[src/design/ham_pkg.sv]
// ----------------------------------------------------------------------------
// ham_pkg - shared types and constants of the hysteresis alarm monitor
// Field widths, request codes, channel side codes and the queue entry.
// ----------------------------------------------------------------------------
package ham_pkg;

	// field widths
	localparam int VALUE_BITS   = 16;
	localparam int COUNT_BITS   = 16;
	localparam int CHAN_BITS    = 4;
	localparam int CHANNELS_DEF = 16;
	localparam int QUEUE_DEPTH  = 4;

	// stream widths: data fields packed from bit 0, padded to whole bytes
	localparam int IN_FIELDS_W  = CHAN_BITS + 3 * VALUE_BITS + 2 * COUNT_BITS;
	localparam int IN_TDATA_W   = ((IN_FIELDS_W + 7) / 8) * 8;
	localparam int OUT_TDATA_W  = 8;
	localparam int IN_TUSER_W   = 2;

	// request kinds
	typedef enum logic [1:0] {
		ACT_SAMPLE  = 2'd0,
		ACT_ALLOC   = 2'd1,
		ACT_RELEASE = 2'd2,
		ACT_QUERY   = 2'd3
	} action_t;

	// side of the hysteresis band a channel last saw
	typedef enum logic [1:0] {
		SIDE_ALARM  = 2'd0,
		SIDE_RESUME = 2'd1,
		SIDE_NONE   = 2'd2
	} side_t;

	// classified request handed from front to back
	typedef struct packed {
		action_t                       act;
		logic [CHAN_BITS-1:0]          ch;
		logic                          ch_ok;
		logic signed [VALUE_BITS-1:0]  sample;
		logic signed [VALUE_BITS-1:0]  trip_lvl;
		logic [COUNT_BITS-1:0]         trip_hold;
		logic signed [VALUE_BITS-1:0]  rec_lvl;
		logic [COUNT_BITS-1:0]         rec_hold;
	} req_t;

	// result of one request
	typedef struct packed {
		logic                 cleared;
		logic                 raised;
		logic                 active;
		logic                 ok;
		logic [CHAN_BITS-1:0] ch;
	} rsp_t;

endpackage

[src/design/ham_front.sv]
// ----------------------------------------------------------------------------
// ham_front - request intake
// Unpacks the input stream, decodes the request kind and range-checks the
// channel before the request enters the queue.
// ----------------------------------------------------------------------------
module ham_front #(
	parameter int CHANNELS = ham_pkg::CHANNELS_DEF
) (
	input  logic                           s_tvalid,
	output logic                           s_tready,
	// channel, sample_value, alarm_threshold, alarm_count,
	// resume_threshold, resume_count, zero pad
	input  logic [ham_pkg::IN_TDATA_W-1:0] s_tdata,
	// action
	input  logic [ham_pkg::IN_TUSER_W-1:0] s_tuser,
	output logic                           req_valid,
	input  logic                           req_ready,
	output ham_pkg::req_t                  req
);
	import ham_pkg::*;

	localparam int O_SMP = CHAN_BITS;
	localparam int O_TL  = O_SMP + VALUE_BITS;
	localparam int O_TH  = O_TL + VALUE_BITS;
	localparam int O_RL  = O_TH + COUNT_BITS;
	localparam int O_RH  = O_RL + VALUE_BITS;

	logic [CHAN_BITS-1:0] ch;

	assign s_tready  = req_ready;
	assign req_valid = s_tvalid;
	assign ch        = s_tdata[CHAN_BITS-1:0];

	// classify the request
	always_comb begin
		req.act       = action_t'(s_tuser);
		req.ch        = ch;
		req.ch_ok     = (32'(ch) < CHANNELS);
		req.sample    = s_tdata[O_SMP +: VALUE_BITS];
		req.trip_lvl  = s_tdata[O_TL +: VALUE_BITS];
		req.trip_hold = s_tdata[O_TH +: COUNT_BITS];
		req.rec_lvl   = s_tdata[O_RL +: VALUE_BITS];
		req.rec_hold  = s_tdata[O_RH +: COUNT_BITS];
	end

endmodule

[src/design/ham_queue.sv]
// ----------------------------------------------------------------------------
// ham_queue - request queue
// Short FIFO between intake and execution so each side stalls on its own.
// ----------------------------------------------------------------------------
module ham_queue (
	input  logic          clk,
	input  logic          arst_n,
	input  logic          wr_valid,
	output logic          wr_ready,
	input  ham_pkg::req_t wr_req,
	output logic          rd_valid,
	input  logic          rd_pop,
	output ham_pkg::req_t rd_req
);
	import ham_pkg::*;

	localparam int PTR_W = (QUEUE_DEPTH > 1) ? $clog2(QUEUE_DEPTH) : 1;
	localparam int CNT_W = $clog2(QUEUE_DEPTH + 1);

	req_t             mem_q [QUEUE_DEPTH];
	logic [PTR_W-1:0] wr_ptr_q;
	logic [PTR_W-1:0] rd_ptr_q;
	logic [CNT_W-1:0] cnt_q;
	logic             push;
	logic             pop;

	assign wr_ready = (cnt_q != CNT_W'(QUEUE_DEPTH));
	assign rd_valid = (cnt_q != '0);
	assign push     = wr_valid && wr_ready;
	assign pop      = rd_pop && rd_valid;
	assign rd_req   = mem_q[rd_ptr_q];

	// storage
	always_ff @(posedge clk) begin
		if (push) begin
			mem_q[wr_ptr_q] <= wr_req;
		end
	end

	// pointers and fill level
	always_ff @(posedge clk or negedge arst_n) begin
		if (!arst_n) begin
			wr_ptr_q <= '0;
			rd_ptr_q <= '0;
			cnt_q    <= '0;
		end else begin
			if (push) begin
				wr_ptr_q <= (wr_ptr_q == PTR_W'(QUEUE_DEPTH - 1)) ? '0 : wr_ptr_q + 1'b1;
			end
			if (pop) begin
				rd_ptr_q <= (rd_ptr_q == PTR_W'(QUEUE_DEPTH - 1)) ? '0 : rd_ptr_q + 1'b1;
			end
			case ({push, pop})
				2'b10:   cnt_q <= cnt_q + 1'b1;
				2'b01:   cnt_q <= cnt_q - 1'b1;
				default: cnt_q <= cnt_q;
			endcase
		end
	end

endmodule

[src/design/ham_back.sv]
// ----------------------------------------------------------------------------
// ham_back - request execution
// Holds the per-channel table, runs allocate, release, query and the
// hysteresis/persistence update, and registers the result for the stream.
// ----------------------------------------------------------------------------
module ham_back #(
	parameter int CHANNELS = ham_pkg::CHANNELS_DEF
) (
	input  logic                            clk,
	input  logic                            arst_n,
	input  logic                            running,
	input  logic                            req_valid,
	output logic                            req_pop,
	input  ham_pkg::req_t                   req,
	output logic                            m_tvalid,
	input  logic                            m_tready,
	output logic [ham_pkg::OUT_TDATA_W-1:0] m_tdata
);
	import ham_pkg::*;

	localparam int IDX_W = (CHANNELS > 1) ? $clog2(CHANNELS) : 1;
	localparam logic [COUNT_BITS-1:0] CNT_MAX = '1;

	// channel table
	logic [CHANNELS-1:0]          in_use_q;
	logic [CHANNELS-1:0]          alarm_q;
	logic signed [VALUE_BITS-1:0] trip_lvl_q  [CHANNELS];
	logic [COUNT_BITS-1:0]        trip_hold_q [CHANNELS];
	logic signed [VALUE_BITS-1:0] rec_lvl_q   [CHANNELS];
	logic [COUNT_BITS-1:0]        rec_hold_q  [CHANNELS];
	logic [COUNT_BITS-1:0]        cnt_q       [CHANNELS];
	side_t                        side_q      [CHANNELS];

	// output register
	logic  out_valid_q;
	rsp_t  rsp_q;

	logic                         pop;
	logic [IDX_W-1:0]             idx;
	logic                         sel_used;
	logic [IDX_W-1:0]             free_idx;
	logic                         free_found;
	logic signed [VALUE_BITS-1:0] t_lvl;
	logic signed [VALUE_BITS-1:0] r_lvl;
	logic                         on_alarm;
	logic                         on_resume;
	side_t                        side_new;
	logic                         counting;
	logic [COUNT_BITS-1:0]        need;
	logic [COUNT_BITS-1:0]        cnt_base;
	logic [COUNT_BITS-1:0]        cnt_inc;
	logic                         fire;
	logic                         smp_upd;
	logic                         flag_new;
	rsp_t                         rsp;

	assign pop      = req_valid && (!out_valid_q || m_tready);
	assign req_pop  = pop;
	assign m_tvalid = out_valid_q;
	assign m_tdata  = rsp_q;

	assign idx      = IDX_W'(req.ch);
	assign sel_used = req.ch_ok && in_use_q[idx];
	assign t_lvl    = trip_lvl_q[idx];
	assign r_lvl    = rec_lvl_q[idx];

	// lowest free channel
	always_comb begin
		free_idx   = '0;
		free_found = 1'b0;
		for (int c = CHANNELS - 1; c >= 0; c--) begin
			if (!in_use_q[c]) begin
				free_idx   = IDX_W'(c);
				free_found = 1'b1;
			end
		end
	end

	// side of the band; direction follows the larger threshold
	always_comb begin
		on_alarm  = 1'b0;
		on_resume = 1'b0;
		if (t_lvl > r_lvl) begin
			on_alarm  = (req.sample >= t_lvl);
			on_resume = !on_alarm && (req.sample <= r_lvl);
		end else if (t_lvl < r_lvl) begin
			on_alarm  = (req.sample <= t_lvl);
			on_resume = !on_alarm && (req.sample >= r_lvl);
		end
	end

	// persistence counter
	always_comb begin
		side_new = on_alarm ? SIDE_ALARM : SIDE_RESUME;
		counting = on_alarm ? !alarm_q[idx] : alarm_q[idx];
		need     = on_alarm ? trip_hold_q[idx] : rec_hold_q[idx];
		cnt_base = (side_q[idx] != side_new) ? '0 : cnt_q[idx];
		cnt_inc  = (counting && cnt_base != CNT_MAX) ? cnt_base + 1'b1 : cnt_base;
		fire     = counting && (need != '0) && (cnt_inc == need);
		smp_upd  = (req.act == ACT_SAMPLE) && sel_used && running && (on_alarm || on_resume);
		flag_new = fire ? on_alarm : alarm_q[idx];
	end

	// result of the request
	always_comb begin
		rsp = '0;
		rsp.ch = req.ch;
		case (req.act)
			ACT_ALLOC: begin
				rsp.ch = free_found ? CHAN_BITS'(free_idx) : '0;
				rsp.ok = free_found;
			end
			ACT_RELEASE: begin
				rsp.ok = sel_used;
			end
			ACT_QUERY: begin
				rsp.ok     = sel_used;
				rsp.active = req.ch_ok && alarm_q[idx];
			end
			ACT_SAMPLE: begin
				if (sel_used) begin
					rsp.ok      = running;
					rsp.active  = smp_upd ? flag_new : alarm_q[idx];
					rsp.raised  = smp_upd && fire && on_alarm;
					rsp.cleared = smp_upd && fire && on_resume;
				end
			end
			default: rsp = '0;
		endcase
	end

	// control part of the table and the output valid
	always_ff @(posedge clk or negedge arst_n) begin
		if (!arst_n) begin
			in_use_q    <= '0;
			alarm_q     <= '0;
			out_valid_q <= 1'b0;
		end else begin
			if (pop) begin
				out_valid_q <= 1'b1;
			end else if (m_tready) begin
				out_valid_q <= 1'b0;
			end
			if (pop) begin
				case (req.act)
					ACT_ALLOC: begin
						if (free_found) begin
							in_use_q[free_idx] <= 1'b1;
							alarm_q[free_idx]  <= 1'b0;
						end
					end
					ACT_RELEASE: begin
						if (sel_used) begin
							in_use_q[idx] <= 1'b0;
							alarm_q[idx]  <= 1'b0;
						end
					end
					ACT_SAMPLE: begin
						if (smp_upd) begin
							alarm_q[idx] <= flag_new;
						end
					end
					default: ;
				endcase
			end
		end
	end

	// payload part of the table and the result data
	always_ff @(posedge clk) begin
		if (pop) begin
			rsp_q <= rsp;
			case (req.act)
				ACT_ALLOC: begin
					if (free_found) begin
						trip_lvl_q[free_idx]  <= req.trip_lvl;
						trip_hold_q[free_idx] <= req.trip_hold;
						rec_lvl_q[free_idx]   <= req.rec_lvl;
						rec_hold_q[free_idx]  <= req.rec_hold;
						cnt_q[free_idx]       <= '0;
						side_q[free_idx]      <= SIDE_NONE;
					end
				end
				ACT_SAMPLE: begin
					if (smp_upd) begin
						cnt_q[idx]  <= fire ? '0 : cnt_inc;
						side_q[idx] <= side_new;
					end
				end
				default: ;
			endcase
		end
	end

endmodule

[src/design/hysteresis_alarm_monitor_unit.sv]
// A result passes through the queue and the output register after its request is accepted.
// One request per clock while the result stream is not stalled; the channel table update of the back
// end completes in the cycle the request leaves the queue.
// A four-entry queue absorbs output stalls before s_tready drops.
// Reset (arst_n low) frees all channels, clears alarms, stops evaluation
// and empties the queue and output register; no clearing pass follows.
// ----------------------------------------------------------------------------
// hysteresis_alarm_monitor_unit - multi-channel alarm qualifier
// Intake and classification, request queue, and channel table execution.
// ----------------------------------------------------------------------------
module hysteresis_alarm_monitor_unit #(
	parameter int CHANNELS = ham_pkg::CHANNELS_DEF
) (
	input  logic                            clk,
	input  logic                            arst_n,
	input  logic                            cfg_we,
	input  logic                            cfg_wdata,
	input  logic                            s_tvalid,
	output logic                            s_tready,
	// channel, sample_value, alarm_threshold, alarm_count,
	// resume_threshold, resume_count, zero pad
	input  logic [ham_pkg::IN_TDATA_W-1:0]  s_tdata,
	// action
	input  logic [ham_pkg::IN_TUSER_W-1:0]  s_tuser,
	output logic                            m_tvalid,
	input  logic                            m_tready,
	// result_channel, ok, alarm_active, raised, cleared
	output logic [ham_pkg::OUT_TDATA_W-1:0] m_tdata
);
	import ham_pkg::*;

	logic running_q;
	logic fr_valid;
	logic fr_ready;
	req_t fr_req;
	logic q_valid;
	logic q_pop;
	req_t q_req;

	// running register
	always_ff @(posedge clk or negedge arst_n) begin
		if (!arst_n) begin
			running_q <= 1'b0;
		end else if (cfg_we) begin
			running_q <= cfg_wdata;
		end
	end

	ham_front #(.CHANNELS(CHANNELS)) u_front (
		.s_tvalid  (s_tvalid),
		.s_tready  (s_tready),
		.s_tdata   (s_tdata),
		.s_tuser   (s_tuser),
		.req_valid (fr_valid),
		.req_ready (fr_ready),
		.req       (fr_req)
	);

	ham_queue u_queue (
		.clk      (clk),
		.arst_n   (arst_n),
		.wr_valid (fr_valid),
		.wr_ready (fr_ready),
		.wr_req   (fr_req),
		.rd_valid (q_valid),
		.rd_pop   (q_pop),
		.rd_req   (q_req)
	);

	ham_back #(.CHANNELS(CHANNELS)) u_back (
		.clk       (clk),
		.arst_n    (arst_n),
		.running   (running_q),
		.req_valid (q_valid),
		.req_pop   (q_pop),
		.req       (q_req),
		.m_tvalid  (m_tvalid),
		.m_tready  (m_tready),
		.m_tdata   (m_tdata)
	);

endmodule

[config.mk]
export PLATFORM = sky130hd
export DESIGN_NAME = hysteresis_alarm_monitor_unit
export DESIGN_NICKNAME = d
export VERILOG_FILES = /design/src/design/ham_pkg.sv /design/src/design/ham_front.sv /design/src/design/ham_queue.sv /design/src/design/ham_back.sv /design/src/design/hysteresis_alarm_monitor_unit.sv
export SDC_FILE = /design/constraint.sdc
export NUM_CORES = 2
export LEC_CHECK = 0
export BUFFER_PORTS_ARGS = -buffer_cell sky130_fd_sc_hd__buf_2
export CORE_ASPECT_RATIO = 0.7
export CORE_MARGIN = 8
export CORE_UTILIZATION = 40
export DETAILED_ROUTE_END_ITERATION = 8
export PLACE_DENSITY = 0.55
export SLEW_MARGIN = 10
export SYNTH_ARGS = -nofsm -noshare
export SYNTH_HDL_FRONTEND = slang
export SYNTH_SLANG_ARGS = --single-unit
[constraint.sdc]
create_clock -name clk -period 9.8 [get_ports clk]
set_input_delay 0.49 -clock clk [delete_from_list [all_inputs] [get_ports clk]]
set_output_delay 0.49 -clock clk [all_outputs]
set_load 0.05 [all_outputs]
==> results.yml <==
sta:
  totalNegativeSetupSlack_ns: 0
  finalClockSkew_ns: 0.0470
  slew_viol_final: 0
  setup_repair_after_global_routing_missed_its_margin: "no"
  report.final.hold_viol_count: 0
  max_clock_freq_mhz: 111
  timing.final.crit_period_ns: 9.04
  hold_slack_ns: 0.124
  finalCritPeriodShare: 0.923
  tightest_slew_ns: 1.19
  setup_viol_count_final: 0
  slew_headroom: 0.201
clock_tree:
  cts_made_buffers: 165
  worstSkewPairLatency_ns: 0.79
  clock_path_buffers: 3
  clkSlewWorstSetupHoldPaths_ns: 0.06
  clock_sink_count: 1705
  tritoncts_clock_tree: "done"
  htree_levels: 4
  cts-root-buf: "clkbuf_16"
  cts_resized: 0
synth:
  synth-async-reset-ratio: 0.0240
  synth-warning-count: 0
  synth_nets: 3644
  post-synth-top-area-fraction: 0.735
  share_of_synthesized_area_occupied_by_flip_flops_and_latches: 0.750
  syn_inst: 3487
  yosys_reg_bits: 1705
  ranking_of_synthesized_cells_by_instance_count: "edfxtp_1 (1664), mux4_2 (355), nand2_1 (248)"
  synth_enable_flop_cells: 1664
  avgSynthCellArea_um2: 19.5
  primary_ff_master_synth: "edfxtp_1"
  yosysUniqueCellTypes: 71
  synth.most_common_cell: "edfxtp_1"
  mappedNetlistArea_mm2: 0.0680
  synth_top_area_cell: "edfxtp_1"
  post_synth_main_area_contributors: "edfxtp_1 (73%), mux4_2 (12%), mux2i_1 (2.8%)"
floorplanning:
  die_area_mm2: 0.184
  rows: 126
  start_util: 0.403
  die_w_um: 509
  ios: 106
  fp.dieH_um: 361
  core_region_area_mm2: 0.169
power:
  power.static_leakage_nw: 25.9
  vdd_ir_drop_max_v: 0.000462
  powerDensity_mw_per_mm2: 356
  finalPower_w: 0.0279
routing:
  detail_route.vias_per_cell: 5.65
  1st_pass_router_iterations: 6
  route.detailed.drc: 0
  routed_wl_mm: 172
  routedWlPerCell_um: 27.7
  first_iter_violations: 3727
  total_vias_in_the_final_route: 35000
  detail-route-antenna-nets: 0
setup_path:
  critPathArrivalTime_ns: 9.48
  timing.critical_path.required_ns: 10.24
  slowest_delay_ns: 0.84
  start_kind: "flip-flop"
  timing_worst_setup_path_type: "reg -> reg"
  path_max_fanout: 21
  path_common_cell: "nand4_1"
  setup.worst_path.end_class: "flip-flop"
  timing.critical_path.slowest_stage_cell: "mux4_4"
min_path:
  hp-class: "in -> reg"
final_layout:
  final_net_count: 3976
  final_cell_count_no_fill: 6199
  area_growth_pct: 15.0
  fraction_of_final_layout_cells_with_drive_strength_greater_than_1: 0.233
  finished_layout_cell_area_mm2: 0.0783
run_status:
  run_status: "finished, final reports clean"
grt:
  first_global_vias: 35400
  grt_first_pass_wirelength_mm: 250
  grt_usage: 0.184
  grt_start_max_net_pins: 61
  number_of_antenna_violations_at_the_first_check_in_global_routing: 6
  grt-ovfl-total: 0
place:
  buffer_ports.inserted: 101
  post_dp_cell_area_mm2: 0.0720
  place.detailed.instances: 5802
  detailed_place_hpwl_mm: 98.9
  gp_congestion: 0.861
run:
  max_cap_viol_count: 0
==> cells in the final DEF (no fill, tap or decap), types with 14 or more instances in the layout <==
master         Yosys  layout
mux4_2           355     351
clkinv_1           1      47
dlygate4sd3_1      0      90
mux2i_1          187     187
nor2_2             0      17
o21ai_1           14      14
nand3_1           23      23
a21oi_1          104     103
buf_4             16     131
nor2_4             0      18
nor3_1            36      36
clkbuf_1          87      30
nand2_1          248     248
mux2_2            31      30
nor4_1            15      15
bufinv_16          0      14
edfxtp_1        1664    1664
clkinv_2           0      26
dfrtp_1           41      39
xor2_1            15      14
o21ai_0           57      56
inv_1             36      36
nand4_1           26      26
a22oi_1           62      62
o22ai_1           47      47
nor2_1           110      75
clkbuf_16          0     171
buf_2             23     101
ha_1              60      60
==> critical path, delay by kind of cell, from the launching register on <==
family          cells  cell delay [ns]
simple gates       11             2.23
buf+inv             3             0.83
mux                 3             1.52
flops               1             0.51
fa+ha+maj           2             0.61
compound gates      7             2.68
xor+xnor            1             0.21
==> worst paths after layout <==
check	start	end	slack, ns	depth (start not counted)
worst max-delay path	u_queue.rd_ptr_q[0]	u_back.cnt_q[12][14]	0.76	27
worst min-delay path	s_tvalid	u_queue.wr_ptr_q[0]	0.12	3
worst max register to register	u_queue.rd_ptr_q[0]	u_back.cnt_q[12][14]	0.76	27
worst min register to register	u_queue.cnt_q[0]	u_queue.cnt_q[0]	0.50	1
max in group asynchronous	arst_n	u_queue.rd_ptr_q[0]	9.00	3
min in group asynchronous	arst_n	u_back.m_tvalid	0.32	3
==> layout make-up <==
type                       instances  area [um2]
inverter                          37         139
antenna                            3        7.51
multi-input combinational       1577       16400
clock inverter                   103         928
sequential                      1705       51000
fill                           14200       90400
timing repair buffer             333        2610
clock buffer                     201        4390
tap                             2240        2800
==> power breakdown <==
group	switching (W)	leakage (nW)	total, W	internal (W)
registers	0.000142	16.0	0.00961	0.00946
clock network	0.00274	2.58	0.00630	0.00356
logic	0.00775	7.33	0.0120	0.00423
total	0.0106	25.9	0.0279	0.0173
==> registers in the layout, summed over array words and instances, names as in the netlist, 3 cells and up <==
register,cells
u_back.alarm_q,16
u_back.cnt_q,256
u_back.in_use_q,16
u_back.m_tdata,8
u_back.rec_hold_q,256
u_back.rec_lvl_q,256
u_back.side_q,32
u_back.trip_hold_q,256
u_back.trip_lvl_q,256
u_queue.cnt_q,3
u_queue.mem_q,344
==> what timing repair did <==
| action | 4_1_cts | 5_1_grt |
|---|---|---|
| hold buffers | 90 | 0 |
| endpoints found under the hold margin | 387 | 0 |
| buffers inserted | 0 | 0 |
==> through the flow <==
step / setup slack, ns / utilization
6_report: 0.758 / 0.464
5_1_grt: 0.0523 / 0.464
4_1_cts: 0.532 / 0.464
3_5_place_dp: 0.569 / 0.427
3_3_place_gp: 0.775 / 0.427
2_1_floorplan: 0.521 / -
==> metal layers <==
layer	GRT usage	vias to the layer above	wire length (um)
li1	-	15000	-
met1	0.290	18600	82200
met2	0.265	1208	74900
met3	0.0351	176	12100
met4	0.0376	0	2560
met5	0	-	0
==> cell families after synthesis <==
| logic type | after synthesis | synth area share |
|---|---|---|
| buffers and inverters | 205 | 0.0132 |
| flip-flops | 1705 | 0.750 |
| adder cells (fa/ha/maj) | 61 | 0.0113 |
| XOR/XNOR | 24 | 0.00309 |
| multiplexers | 576 | 0.151 |
| AO/OA/AOI/OAI | 386 | 0.0366 |
| AND/OR/NAND/NOR | 530 | 0.0352 |
No activity file was read; power rests on OpenSTA's default activity.
